## src/sv/ccs_pkg.sv

```systemverilog
`default_nettype none

package ccs_pkg;

  localparam int COORD_BITS_DEF = 12;
  localparam int FRAC_BITS_DEF  = 16;

  // sample coordinates are formed at 2^-(F+EXTRA_BITS) before rounding
  localparam int EXTRA_BITS = 17;

  // 2 * 0.66 in units of 2^-16 (0.66 = 43254 / 65536)
  localparam int                      OFFSET_KW = 18;
  localparam logic signed [OFFSET_KW-1:0] OFFSET_K2 = 18'sd86508;

  localparam logic [15:0] W_CORNER = 16'd3277;
  localparam logic [15:0] W_EDGE   = 16'd9830;
  localparam logic [15:0] W_CENTRE = 16'd13107;

  localparam int CFG_IDX_BITS = 3;

  localparam logic [CFG_IDX_BITS-1:0] REG_START_U   = 3'd0;
  localparam logic [CFG_IDX_BITS-1:0] REG_START_V   = 3'd1;
  localparam logic [CFG_IDX_BITS-1:0] REG_STEP_U    = 3'd2;
  localparam logic [CFG_IDX_BITS-1:0] REG_STEP_V    = 3'd3;
  localparam logic [CFG_IDX_BITS-1:0] REG_HOLE_SQ   = 3'd4;
  localparam logic [CFG_IDX_BITS-1:0] REG_TINT_RED  = 3'd5;
  localparam logic [CFG_IDX_BITS-1:0] REG_TINT_GRN  = 3'd6;
  localparam logic [CFG_IDX_BITS-1:0] REG_TINT_BLUE = 3'd7;

  // weight of sample (iu, iv); index 1 is the center tap on each axis
  function automatic logic [15:0] sample_weight(input logic [1:0] iu, input logic [1:0] iv);
    logic off_u;
    logic off_v;
    off_u = (iu != 2'd1);
    off_v = (iv != 2'd1);
    if (off_u && off_v) begin
      sample_weight = W_CORNER;
    end else if (off_u || off_v) begin
      sample_weight = W_EDGE;
    end else begin
      sample_weight = W_CENTRE;
    end
  endfunction

endpackage

`default_nettype wire

```

## src/sv/ccs_shade.sv

```systemverilog
`default_nettype none

// tint * coverage / 65535, rounded; two register stages.
// x / 65535 == (x + (x >> 16) + 1) >> 16 for every x below 2^32 - 1.
module ccs_shade import ccs_pkg::*; (
  input  logic        clk,
  input  logic [15:0] tint,
  input  logic [15:0] cov,
  output logic [15:0] shade
);

  logic [31:0] prod_r;
  logic [31:0] x;
  logic [32:0] fold;
  logic [15:0] shade_r;

  always_ff @(posedge clk) begin
    prod_r <= tint * cov;
  end

  always_comb begin
    x    = prod_r + 32'd32767;
    fold = {1'b0, x} + {17'd0, x[31:16]} + 33'd1;
  end

  always_ff @(posedge clk) begin
    shade_r <= fold[31:16];
  end

  assign shade = shade_r;

endmodule

`default_nettype wire

```

## config.mk

```make
export PLATFORM = sky130hd
export DESIGN_NAME = ccs_shade
export DESIGN_NICKNAME = d
export VERILOG_FILES = /design/src/sv/ccs_pkg.sv /design/src/sv/ccs_shade.sv
export SDC_FILE = /design/constraint.sdc
export NUM_CORES = 1
export LEC_CHECK = 0
export ABC_AREA = 0
export BUFFER_PORTS_ARGS = -buffer_cell sky130_fd_sc_hd__clkbuf_2
export CAP_MARGIN = 20
export CORE_UTILIZATION = 40
export CTS_CLUSTER_DIAMETER = 100
export DETAILED_ROUTE_END_ITERATION = 6
export HOLD_SLACK_MARGIN = 0.03
export PLACE_DENSITY = 0.63
export SYNTH_ARGS = -nofsm -noshare
export SYNTH_HDL_FRONTEND = slang
export SYNTH_SLANG_ARGS = --single-unit
```

## constraint.sdc

```tcl
create_clock -name clk -period 7.1 [get_ports clk]
set_input_delay 0.71 -clock clk [delete_from_list [all_inputs] [get_ports clk]]
set_output_delay 0.71 -clock clk [all_outputs]
set_load 0.01 [all_outputs]
```

# ---- Word-level counts from Yosys, hierarchy flattened
# Cells that the tools add are included.
dict set report totals {
  ff_bits 48
  inputBits 33
  elab_cells 6
}
dict set report op_classes {
  n_addsub 3
  mul 1
}
# operator n
set op_table {}
lappend op_table {{adder 32 x 1 -> 32 bit, second input constant} 1}
lappend op_table {{adder 32 x 15 -> 32 bit, second input constant} 1}
lappend op_table {{adder 32 x 16 -> 32 bit} 1}
lappend op_table {{multiplier 16 x 16 -> 32 bit} 1}

# ---- Logic depth before layout (Yosys ltp)
dict set report depth {
  word_depth 3
  ltp_mapped 23
  depth_no_buf 22
}

# ---- Worst setup path after synthesis
# No wires, ideal clock.
dict set report synth_path {
  path_kind {input to register}
  start {input port tint[11]}
  end {register prod_r[30]}
  setup_ns 0.082
  arrival_time_ns 6.202
  required_time_ns 7.018
  setup_slack_ns 0.816
  stages 20
  path_buffers 1
  cell_sequence {clkbuf_1 nand2_1 fa_1 fa_1 inv_1 fa_1 fa_1 fa_1 inv_1 fa_1 inv_1 ha_1 nand2_1 a2111oi_0 and2_1 a21boi_0 a41o_1 a21oi_1 mux2_2 o2111ai_1}
}
dict set report synth_via {
  elab_chain_len 1
}
# element line_no
set synth_rtl {}
lappend synth_rtl {{start, declared} ccs_shade.sv:7} ;# input logic [15:0] tint,
lappend synth_rtl {{multiplier 16 x 16 -> 32 bit} ccs_shade.sv:18} ;# prod_r <= tint * cov;
lappend synth_rtl {{end signal, assigned} ccs_shade.sv:18}
lappend synth_rtl {{end, declared} ccs_shade.sv:12} ;# logic [31:0] prod_r;
# Every way passes these cells.

# ---- Worst setup path after layout
dict set report layout_path {
  start {input port tint[9]}
  end {register prod_r[30]}
}
# The elaborated chain is that of the path after synthesis.

==> metrics.md <==
| Metric | Value |
|---|---|
| Total CTS buffers | 5 |
| Worst path arrival time | 6730 ps |
| Crit share post-route | 91.9% |
| Hold Vio Cnt, Final | 0 |
| Layout cell share with drive strength beyond 1 | 7.17% |
| Final core utilization | 43.7% |
| Endpoints failing setup | 0 |
| CP max stage cell | fa_1 |
| Layout Skew | 2.25 ps |
| Post-CTS Hold Fix Bufs | 0 |
| Slew margin rel. | 59.9% |
| H-tree Lvls | 2 |
| Min cycle time layout | 6530 ps |
| Pwr per Cell Area | 516 nW/um^2 |
| Clock sinks | 48 |
| EDFF count, synth | 0 |
| Die Area | 27,000 um^2 |
| Initial antenna violation count | 0 |
| IO Pins | 49 |
| FMAX | 0.153 GHz |
| Most common cell after layout, fill and taps aside | inv_1 |
| Area of the multi-input gates | 8570 um^2 |
| Mapped Cells | 1,165 |
| Total Routing Usage GR | 18.4% |
| FF+latch count, synth | 48 |
| MaxCap Viol Count | 0 |
| Starting DRT DRC Count | 376 |
| Post-CTS Setup Repair Bufs | 0 |
| Max Slew Vio Count | 0 |
| Worst setup EP type | flip-flop |
| Seq/Total Area, Yosys | 9.13% |
| Ant. Diodes | 0 |
| Vias per cell | 5.04 |
| Die Span Y | 164 um |
| Distinct cells, synth | 61 |
| Number of port buffers | 48 |
| R2R depth | 14 |
| Reg2Reg Setup Slack | 2560 ps |
| Starting Density | 40.6% |
| Post-DRT Antenna Nets | 0 |
| CTS clk-pin slew, worst paths | 60 ps |
| Die W | 164 um |
| Clk Latency, worst-skew pair | 290 ps |
| Vias post-DR | 7,733 |
| Drc violations | 0 |
| Crit-path max FO | 16 |
| Grt total ovfl | 0 |
| LEAKAGE | 0.00576 uW |
| Critical path cell sequence | clkbuf_2, and2_1, fa_1, inv_1, fa_1, fa_1, inv_1, fa_1, fa_1, inv_1, fa_1, inv_1, ha_1, nand2_1, a2111oi_0, and2_1, a21boi_0, buf_4, a41o_1, a21oi_1, mux2_2, o2111ai_1 |
| Asr flop ratio synth | 0% |
| CP Class | primary input to flip-flop |
| Largest net degree at the start of global routing | 17 |
| R2r startpoint | prod_r[7] |
| Syn avg cell area | 9.04 um^2 |
| Core Rows | 59 |
| First-pass GRT wire length | 38.8 mm |
| Setup tns final | 0 ps |
| Syn Std Cell Area | 10,500 um^2 |
| Root Buffer | clkbuf_16 |
| Most frequent cells in the layout | inv_1 (233), fa_1 (194), nand2_1 (161) |
| Crit start category | primary input |
| RSZ-0062 raised after global routing | no |
| Clock buffer depth | 2 |
| Endpoint, Worst Hold | shade[9] |
| Main synth FF type | dfxtp_1 |
| # fillers | 2,574 |
| Run status | finished, final reports clean |
| Fin area | 11,300 um^2 |
| Vias in the first global route | 7,844 |
| Core area | 25,900 um^2 |
| Worst Hold Class | flip-flop to flip-flop |
| Hold Slack | 626 ps |
| Max VDD drop | 0.000531 V |
| Sequential cell area | 961 um^2 |
| Drt wl/cell | 15.3 um |
| GPL Wtd Cong | 0.872 |
| Worst Min Path Start | prod_r[25] |
| Area grow syn2layout | 7.44% |
| Critical Path RT | 7300 ps |
| DR pass1 iterations | 5 |
| Slew of the pin with the lowest slew margin | 600 ps |
| Final-stage net count | 1,547 |
| CTS resizes | 0 |
| Post-Syn Nets | 1,512 |
| Total Routed Length | 23.5 mm |
| Placement Cell Area | 11,200 um^2 |
| WHS Path Cells | 1 |
| R2r endpoint | shade[15] |
| Dpl hpwl | 20.3 mm |
| CTS tree | yes |
| Yosys Warn Count | 0 |
| Worst path most repeated cell | fa_1 |
| Biggest cell delay along the critical path | 540 ps |
[worst max-delay path, delay by kind of cell]
kind / cells / cell delay (ps)
AOI/OAI and AO/OA: 5 / 1190
adders and majority gates: 7 / 3290
buffers and inverters: 6 / 620
muxes: 1 / 360
and+or+nand+nor: 3 / 560
[Yosys cell counts (3+ instances only)]
cell	count	share of area, %
and3_1	4	0.24
nor3_1	7	0.33
and4_1	3	0.25
a211o_1	3	0.25
clkbuf_1	33	1.2
nand3_1	9	0.43
a21boi_0	3	0.21
inv_1	233	8.3
dfxtp_1	48	9.1
xnor2_1	41	3.4
a31oi_1	5	0.30
nor2_1	26	0.93
a21o_1	17	1.2
nand2_1	161	5.7
nand4_1	6	0.36
o21bai_1	4	0.29
o21ai_0	10	0.48
nand3b_1	3	0.21
ha_1	120	14
o211ai_1	4	0.29
a211oi_1	3	0.21
or2_2	3	0.18
fa_1	194	37
a21oi_1	34	1.6
a2111oi_0	3	0.25
xor2_1	24	2.0
or3_1	5	0.30
and2_1	119	7.1
[layer usage]
layer	global-route usage, %	vias to the layer above	share of wire, %
met4	3.62	0	1.5
li1	-	3651	-
met1	24.4	3908	45
met3	1.97	28	3.5
met2	32.2	146	50
met5	0	-	0
[cell type report]
type | instances | share of cell area (%)
clock inverter | 1 | 0.0774
tap | 335 | 3.70
clock buffer | 6 | 1.23
multi-input combinational | 850 | 75.7
timing repair buffer | 62 | 3.05
inverter | 233 | 7.73
sequential | 48 | 8.49
[power by group]
| group | internal [uW] | total (uW) | switching (uW) | leakage [uW] |
|---|---|---|---|---|
| logic | 2260 | 5000 | 2740 | 0.00528 |
| clock network | 139 | 235 | 96.8 | 0.0000729 |
| registers | 491 | 606 | 115 | 0.000404 |
| total | 2890 | 5840 | 2950 | 0.00576 |
[how the worst max path moves through the flow]
| stage | cells past startpoint | slack [ps] | from | end |
|---|---|---|---|---|
| 6_report | 22 | 570 | tint[9] | prod_r[30] |
| 5_1_grt | 21 | 160 | cov[1] | prod_r[30] |
| 4_1_cts | 22 | 550 | tint[9] | prod_r[30] |
| 3_5_place_dp | 22 | 280 | tint[9] | prod_r[30] |
| 3_3_place_gp | 23 | 410 | tint[12] | prod_r[30] |
| 2_1_floorplan | 20 | 820 | tint[11] | prod_r[30] |
[kinds of logic after synthesis]
kind of cell / after synthesis / synth area share (%)
XOR/XNOR: 66 / 5.56
AO/OA/AOI/OAI: 102 / 6.50
flip-flops: 48 / 9.13
buffers and inverters: 267 / 9.53
multiplexers: 2 / 0.202
AND/OR/NAND/NOR: 366 / 17.9
adder cells (fa/ha/maj): 314 / 51.1
[stage by stage]
step,instances,setup WS [ps],total power (uW)
detailed placement,1528,281,5660
floorplan,1165,816,4460
finish,1535,573,5840
CTS,1535,555,5940
global route,1535,158,6630
global placement,1528,413,5630
[flip-flops by register name (all words and copies together) (netlist names)]
register and flops:
shade 16, prod_r 32
(Power assumes the default switching activity.)
