--- src/sv/ccs_pkg.sv ---
`default_nettype none

package ccs_pkg;

  localparam int COORD_BITS_DEF = 12;
  localparam int FRAC_BITS_DEF  = 16;

  // sample coordinates are formed at 2^-(F+EXTRA_BITS) before rounding
  localparam int EXTRA_BITS = 17;

  // 2 * 0.66 in units of 2^-16 (0.66 = 43254 / 65536)
  localparam int                      OFFSET_KW = 18;
  localparam logic signed [OFFSET_KW-1:0] OFFSET_K2 = 18'sd86508;

  localparam logic [15:0] W_CORNER = 16'd3277;
  localparam logic [15:0] W_EDGE   = 16'd9830;
  localparam logic [15:0] W_CENTRE = 16'd13107;

  localparam int CFG_IDX_BITS = 3;

  localparam logic [CFG_IDX_BITS-1:0] REG_START_U   = 3'd0;
  localparam logic [CFG_IDX_BITS-1:0] REG_START_V   = 3'd1;
  localparam logic [CFG_IDX_BITS-1:0] REG_STEP_U    = 3'd2;
  localparam logic [CFG_IDX_BITS-1:0] REG_STEP_V    = 3'd3;
  localparam logic [CFG_IDX_BITS-1:0] REG_HOLE_SQ   = 3'd4;
  localparam logic [CFG_IDX_BITS-1:0] REG_TINT_RED  = 3'd5;
  localparam logic [CFG_IDX_BITS-1:0] REG_TINT_GRN  = 3'd6;
  localparam logic [CFG_IDX_BITS-1:0] REG_TINT_BLUE = 3'd7;

  // weight of sample (iu, iv); index 1 is the center tap on each axis
  function automatic logic [15:0] sample_weight(input logic [1:0] iu, input logic [1:0] iv);
    logic off_u;
    logic off_v;
    off_u = (iu != 2'd1);
    off_v = (iv != 2'd1);
    if (off_u && off_v) begin
      sample_weight = W_CORNER;
    end else if (off_u || off_v) begin
      sample_weight = W_EDGE;
    end else begin
      sample_weight = W_CENTRE;
    end
  endfunction

endpackage

`default_nettype wire

--- src/sv/ccs_axis.sv ---
`default_nettype none

// One axis: three sample coordinates (-0.66, 0, +0.66 step) and their squares.
// Three register stages: products, rounded coordinates, squares.
module ccs_axis import ccs_pkg::*; #(
  parameter int COORD_BITS = COORD_BITS_DEF,
  parameter int FRAC_BITS  = FRAC_BITS_DEF
) (
  input  logic                               clk,
  input  logic signed [FRAC_BITS+3:0]        start_c,
  input  logic signed [FRAC_BITS+3:0]        step_c,
  input  logic        [COORD_BITS-1:0]       idx,
  output logic        [2:0][2*FRAC_BITS+3:0] sq_o,
  output logic        [2:0]                  ok_o
);

  localparam int UVW  = FRAC_BITS + 4;
  localparam int AW   = COORD_BITS + UVW + 2;
  localparam int BW   = OFFSET_KW + UVW;
  localparam int EXTW = COORD_BITS + FRAC_BITS + 24;
  localparam int CW   = EXTW - EXTRA_BITS;
  localparam int MW   = FRAC_BITS + 2;
  localparam int SQW  = 2 * MW;

  localparam logic signed [CW-1:0] LIM = CW'(2) <<< FRAC_BITS;

  logic signed [AW-1:0]   a_nxt, a_r;
  logic signed [BW-1:0]   b_nxt, b_r;
  logic signed [EXTW-1:0] ext0;
  logic signed [EXTW-1:0] ext [3];
  logic signed [CW-1:0]   coord [3];
  logic        [MW-1:0]   mag_nxt [3];
  logic        [MW-1:0]   mag_r [3];
  logic        [2:0]      ok_nxt, ok_b_r, ok_c_r;
  logic        [SQW-1:0]  sq_r [3];

  // (2*idx + 1) * step and 2*K*step
  always_comb begin
    a_nxt = $signed({1'b0, idx, 1'b1}) * step_c;
    b_nxt = OFFSET_K2 * step_c;
  end

  always_ff @(posedge clk) begin
    a_r <= a_nxt;
    b_r <= b_nxt;
  end

  // exact sum, half added, then floor shift
  always_comb begin
    ext0 = (EXTW'(start_c) <<< EXTRA_BITS) + (EXTW'(a_r) <<< (EXTRA_BITS - 1))
         + (EXTW'(1) <<< (EXTRA_BITS - 1));
    ext[0] = ext0 - EXTW'(b_r);
    ext[1] = ext0;
    ext[2] = ext0 + EXTW'(b_r);
    for (int i = 0; i < 3; i++) begin
      coord[i]   = ext[i][EXTW-1:EXTRA_BITS];
      ok_nxt[i]  = (coord[i] <= LIM) && (coord[i] >= -LIM);
      mag_nxt[i] = coord[i][CW-1] ? MW'(-coord[i]) : MW'(coord[i]);
    end
  end

  always_ff @(posedge clk) begin
    for (int i = 0; i < 3; i++) begin
      mag_r[i] <= mag_nxt[i];
      sq_r[i]  <= mag_r[i] * mag_r[i];
    end
    ok_b_r <= ok_nxt;
    ok_c_r <= ok_b_r;
  end

  always_comb begin
    for (int i = 0; i < 3; i++) begin
      sq_o[i] = sq_r[i];
    end
  end

  assign ok_o = ok_c_r;

endmodule

`default_nettype wire

--- config.mk ---
export PLATFORM = sky130hd
export DESIGN_NAME = ccs_axis
export DESIGN_NICKNAME = d
export VERILOG_FILES = /design/src/sv/ccs_pkg.sv /design/src/sv/ccs_axis.sv
export SDC_FILE = /design/constraint.sdc
export NUM_CORES = 2
export LEC_CHECK = 0
export ABC_AREA = 1
export BUFFER_PORTS_ARGS = -buffer_cell sky130_fd_sc_hd__buf_4
export CAP_MARGIN = 5
export CORE_MARGIN = 5
export CORE_UTILIZATION = 31
export CTS_CLUSTER_SIZE = 40
export DETAILED_ROUTE_END_ITERATION = 7
export GPL_TIMING_DRIVEN = 0
export REMOVE_ABC_BUFFERS = 1
export SKIP_LAST_GASP = 1
export SLEW_MARGIN = 20
export SYNTH_ARGS = -nofsm -noshare
export SYNTH_HDL_FRONTEND = slang
export SYNTH_SLANG_ARGS = --single-unit
--- constraint.sdc ---
create_clock -name clk -period 6.4 [get_ports clk]
set_input_delay 0.96 -clock clk [delete_from_list [all_inputs] [get_ports clk]]
set_output_delay 0.96 -clock clk [all_outputs]
set_load 0.03 [all_outputs]
# Yosys cells after proc, flatten, opt, wreduce, memory -nomap -nowiden
# Memories as Yosys holds them, arrays and structs flattened.
# Cells that the tools add are included.
# totals
regBits,76
ram_bits,162
inputBits,53
output_inout_bits,111
wordCells,30
memories,2
# mem_list
name,words,width,rd,rd_clocked_by_memory_dff,write_ports,line,source
sq_r,3,36,3,0,3,ccs_axis.sv:35,logic [SQW-1:0] sq_r [3];
mag_r,3,18,3,0,3,ccs_axis.sv:33,logic [MW-1:0] mag_r [3];
# classes
n_addsub,7
multipliers,5
magnitude_cmp,6
mux,3
reduce_logical,3
# ops
operator,count
$mul A18 B18 Y36,3
$ge A35 B18 Y1 const B,3
$le A35 B19 Y1 const B,3
$mux W18,3
$neg A18 Y18,3
$add A51 B18 Y52 const B,1
$add A52 B38 Y52,1
$sub A52 B38 Y52,1
$add A37 B50 Y51,1
$mul A16 B20 Y36 const A,1
$mul A14 B20 Y34,1
$logic_and A1 B1 Y1,3

# Logic depth before layout (Yosys ltp)
# logic_depth
depth_word,5
depth_mapped,32

# Least setup slack after synthesis
# OpenSTA, ideal clock, no wires.
# synth_path
path_type,input -> register
startpoint,input port step_c[19]
endpoint,register a_r[33]
t_arrival_ns,6.258
t_required_ns,6.328
path_slack_ns,0.070
stages,19
path_buffers,2
path_cell_list,clkbuf_1 -> clkbuf_1 -> nand2_1 -> inv_1 -> fa_1 -> fa_1 -> fa_1 -> inv_1 -> fa_1 -> inv_1 -> fa_1 -> fa_1 -> ha_1 -> a21oi_1 -> o21ai_0 -> a221oi_1 -> o21ai_0 -> a21oi_1 -> xor2_1
# synth_between
elab_chain_len,1
# synth_rtl
element,line,source
from (decl),ccs_axis.sv:11,"input logic signed [FRAC_BITS+3:0] step_c,"
$mul A14 B20 Y34,ccs_axis.sv:39,"a_nxt = $signed({1'b0, idx, 1'b1}) * step_c;"
net a_nxt[33],ccs_axis.sv:27,"logic signed [AW-1:0] a_nxt, a_r;"
to (signal assigned),ccs_axis.sv:44,a_r <= a_nxt;
to (decl),ccs_axis.sv:27,
# The timed path passes the listed nets, and every way through them passes these cells.

==> impl_results.md <==
- Outcome: finished, final reports clean
- Die X: 442 um
- Critical path cell sequence: nand2_1, fa_1, inv_1, fa_1, inv_1, fa_1, inv_1, fa_1, inv_1, fa_1, inv_1, fa_1, ha_1, nand2_1, nor4_2, nand4_1, nand3_1, nand2_1, o211ai_1, a21boi_0, o21ai_0, xor2_1
- WHS Endpoint: ok_o[1]
- Period utilization: 96.4%
- Final Skew: 0.0602 ns
- Worst reg2reg path depth: 22
- Count of final hold-check violations: 0
- Reg2reg setup slack: 0.23 ns
- Worst path arrival time: 6.74 ns
- Most common cell after layout, fill and taps aside: inv_1
- Sequential element share of the synthesized area: 8.11%
- 1st-iter DRT viols: 2368
- Final setup viols: 0
- Setup WS pre-CTS: -0.824 ns
- Number of synthesized flops with an enable pin: 0
- Via Count: 45400
- First-pass GRT wire length: 250000 um
- CTS clk-pin slew, worst paths: 0.07 ns
- Hold depth: 0
- Final Wtd Congestion: 0.971
- Reg-to-Reg Start: mag_r[0][50]
- Maximum number of pins on one net before global-route repair: 57
- I/O pin cnt: 164
- Worst path slowest cell: fa_1
- TritonCTS buffer count: 31
- Cells after DPL: 9928
- Vias/cell: 4.55
- H-tree Lvls: 1
- Cell Count, Final, Fillers Out: 9984
- CTS tree: yes
- Worst hold path type: reg -> reg
- Worst reg2reg path endpoint: sq_r[0][104]
- Critical path type: reg -> reg
- Cell Area, Synth: 57700 sq um
- Final worst setup slack: 0.228 ns
- Syn_area_per_cell: 7.73 sq um
- Slowest cell delay on critical path: 0.56 ns
- CTS Buffer Depth: 3
- Max_cap viols: 0
- Mapped Cells: 7467
- Crit-path max FO: 18
- Worst-skew pair later-pin latency: 0.67 ns
- Cell repeated most along the worst path: fa_1
- Hold buffers post-CTS: 0
- Clock Sinks: 234
- Max Clock Freq: 0.162 GHz
- Yosys cell types: 49
- Slew @ Worst Pin: 0.946 ns
- # port buffers: 160
- Die Height: 442 um
- Fraction of registers with async set/reset: 0%
- Unrepaired setup endpoints after global routing: yes
- Prevailing post-synth register cell: dfxtp_1
- Detailed-router iteration count before antenna repair: 6
- Vias in the first global route: 48300
- Yosys warning count: 0
- Area Growth Syn to Fin: 8.38%
- Clock period minus worst slack: 6.17 ns
- Gr ovfl total: 0
- # nets final: 9223
- DRT antenna net count: 0
- Antenna violations before repair: 3
- Yosys reg bits: 234
- DP HPWL: 130000 um
- DR WL/cell: 15.3 um
- CP endpoint kind: flip-flop
- Die area: 195000 sq um
- Fill cells: 19500
- WP data required: 6.97 ns
- Clk Tree Root Cell: clkbuf_16
- Initial Util: 31.2%
- Core ar.: 185000 sq um
- Hold path start: ok_b_r[1]
- Row count: 158
- Startpoint types: flip-flop
- Share of layout cells above drive strength 1: 4.70%
- GR Util All Layers: 15.9%
- Worst rel slew slack: 36.5%
- Residual DRC count: 0
- WL final: 153000 um
- Slew Limit Fails: 0
- Most frequent cells in the layout: inv_1 (2155), nand2_1 (1599), fa_1 (1032)
## routing by layer
metal	global-route usage [%]	vias to the layer above	wire, um
li1	-	22000	-
met3	1.15	191	6480
met2	28.1	977	74300
met1	20.7	22300	66500
met5	0	-	0
met4	4.89	0	5300
## flip-flops by register name (all words and copies together) (netlist names)
register	count
a_r	34
ok_o	3
b_r	35
ok_b_r	3
sq_r	105
mag_r	54
## synthesized netlist by cell type, drive strengths merged (4+ instances only)
| master | n | share of area (%) |
|---|---|---|
| ha | 657 | 14 |
| o211ai | 15 | 0.20 |
| nand4 | 66 | 0.72 |
| o21bai | 24 | 0.31 |
| dfxtp | 234 | 8.1 |
| o21a | 13 | 0.17 |
| buf | 40 | 0.43 |
| clkbuf | 141 | 0.92 |
| or2 | 11 | 0.12 |
| a31oi | 34 | 0.37 |
| nor3 | 48 | 0.43 |
| nand3b | 11 | 0.14 |
| xnor2 | 104 | 1.6 |
| nand2 | 1627 | 11 |
| nor4 | 13 | 0.14 |
| o221ai | 4 | 0.061 |
| xor2 | 172 | 2.6 |
| a21boi | 18 | 0.23 |
| o21ai | 159 | 1.4 |
| fa | 1032 | 36 |
| inv | 2160 | 14 |
| a21oi | 296 | 2.6 |
| a21o | 29 | 0.38 |
| nand3 | 172 | 1.5 |
| nor2 | 373 | 2.5 |
## critical path: cells and delay by family, from the launching register on
kind / cells / cell delay, ns
xor gates and xnor gates: 1 / 0.22
DFF: 1 / 0.53
and+or+nand+nor: 6 / 1.08
AOI/OAI and AO/OA: 3 / 0.59
buffers and inverters: 5 / 0.26
adders and majority gates: 7 / 3.40
## stage by stage
step / utilization [%] / hold WS (ns) / area (sq um) / setup TNS [ns]
after detailed placement: 33.1 / 0.323 / 61300 / -8.86
after global routing: 33.8 / 0.349 / 62600 / -0.162
after global placement: 33.1 / 0.312 / 61300 / -8.06
after floorplan: - / 0.310 / 57000 / 0
after CTS: 33.7 / 0.341 / 62400 / -0.0789
final: 33.8 / 0.333 / 62600 / 0
## area by class of cell
type	count	area [sq um]	area share (%)
timing repair buffer	160	1210	1.94
clock inverter	18	290	0.464
tap	2480	3100	4.96
inverter	2160	8110	13.0
multi-input combinational	4894	44200	70.6
clock buffer	37	848	1.36
antenna	1	2.50	0.00400
sequential	234	4820	7.70
## worst max-delay path by stage
| stage | start | end | slack [ns] | depth (start not counted) |
|---|---|---|---|---|
| global route | mag_r[0][50] | sq_r[0][104] | -0.15 | 22 |
| CTS | mag_r[0][42] | sq_r[0][104] | -0.08 | 22 |
| floorplan | step_c[10] | a_r[25] | 0.58 | 21 |
| detailed placement | step_c[19] | a_r[31] | -0.82 | 19 |
| global placement | step_c[19] | a_r[31] | -0.75 | 19 |
| finish | mag_r[0][50] | sq_r[0][104] | 0.23 | 22 |
## timing repair
item | CTS | global route
endpoints found under the setup margin | 17 | 37
endpoints found under the hold margin | 0 | 0
buffers inserted | 0 | 0
resized for setup | 30 | 59
## logic make-up (layout without fill, tap and decap cells)
family / Yosys count / after routing / synth area share, %
flops: 234 / 234 / 8.11
fa+ha+maj: 1689 / 1689 / 50.0
xor+xnor: 276 / 276 / 4.23
other cells: 1 / 4 / 0.00650
compound gates: 600 / 600 / 5.82
buf+inv: 2341 / 2375 / 15.4
simple gates: 2326 / 2326 / 16.4
Power is not shown: default switching activity piles up to over one toggle a cycle in this logic, so the estimate is an artifact.
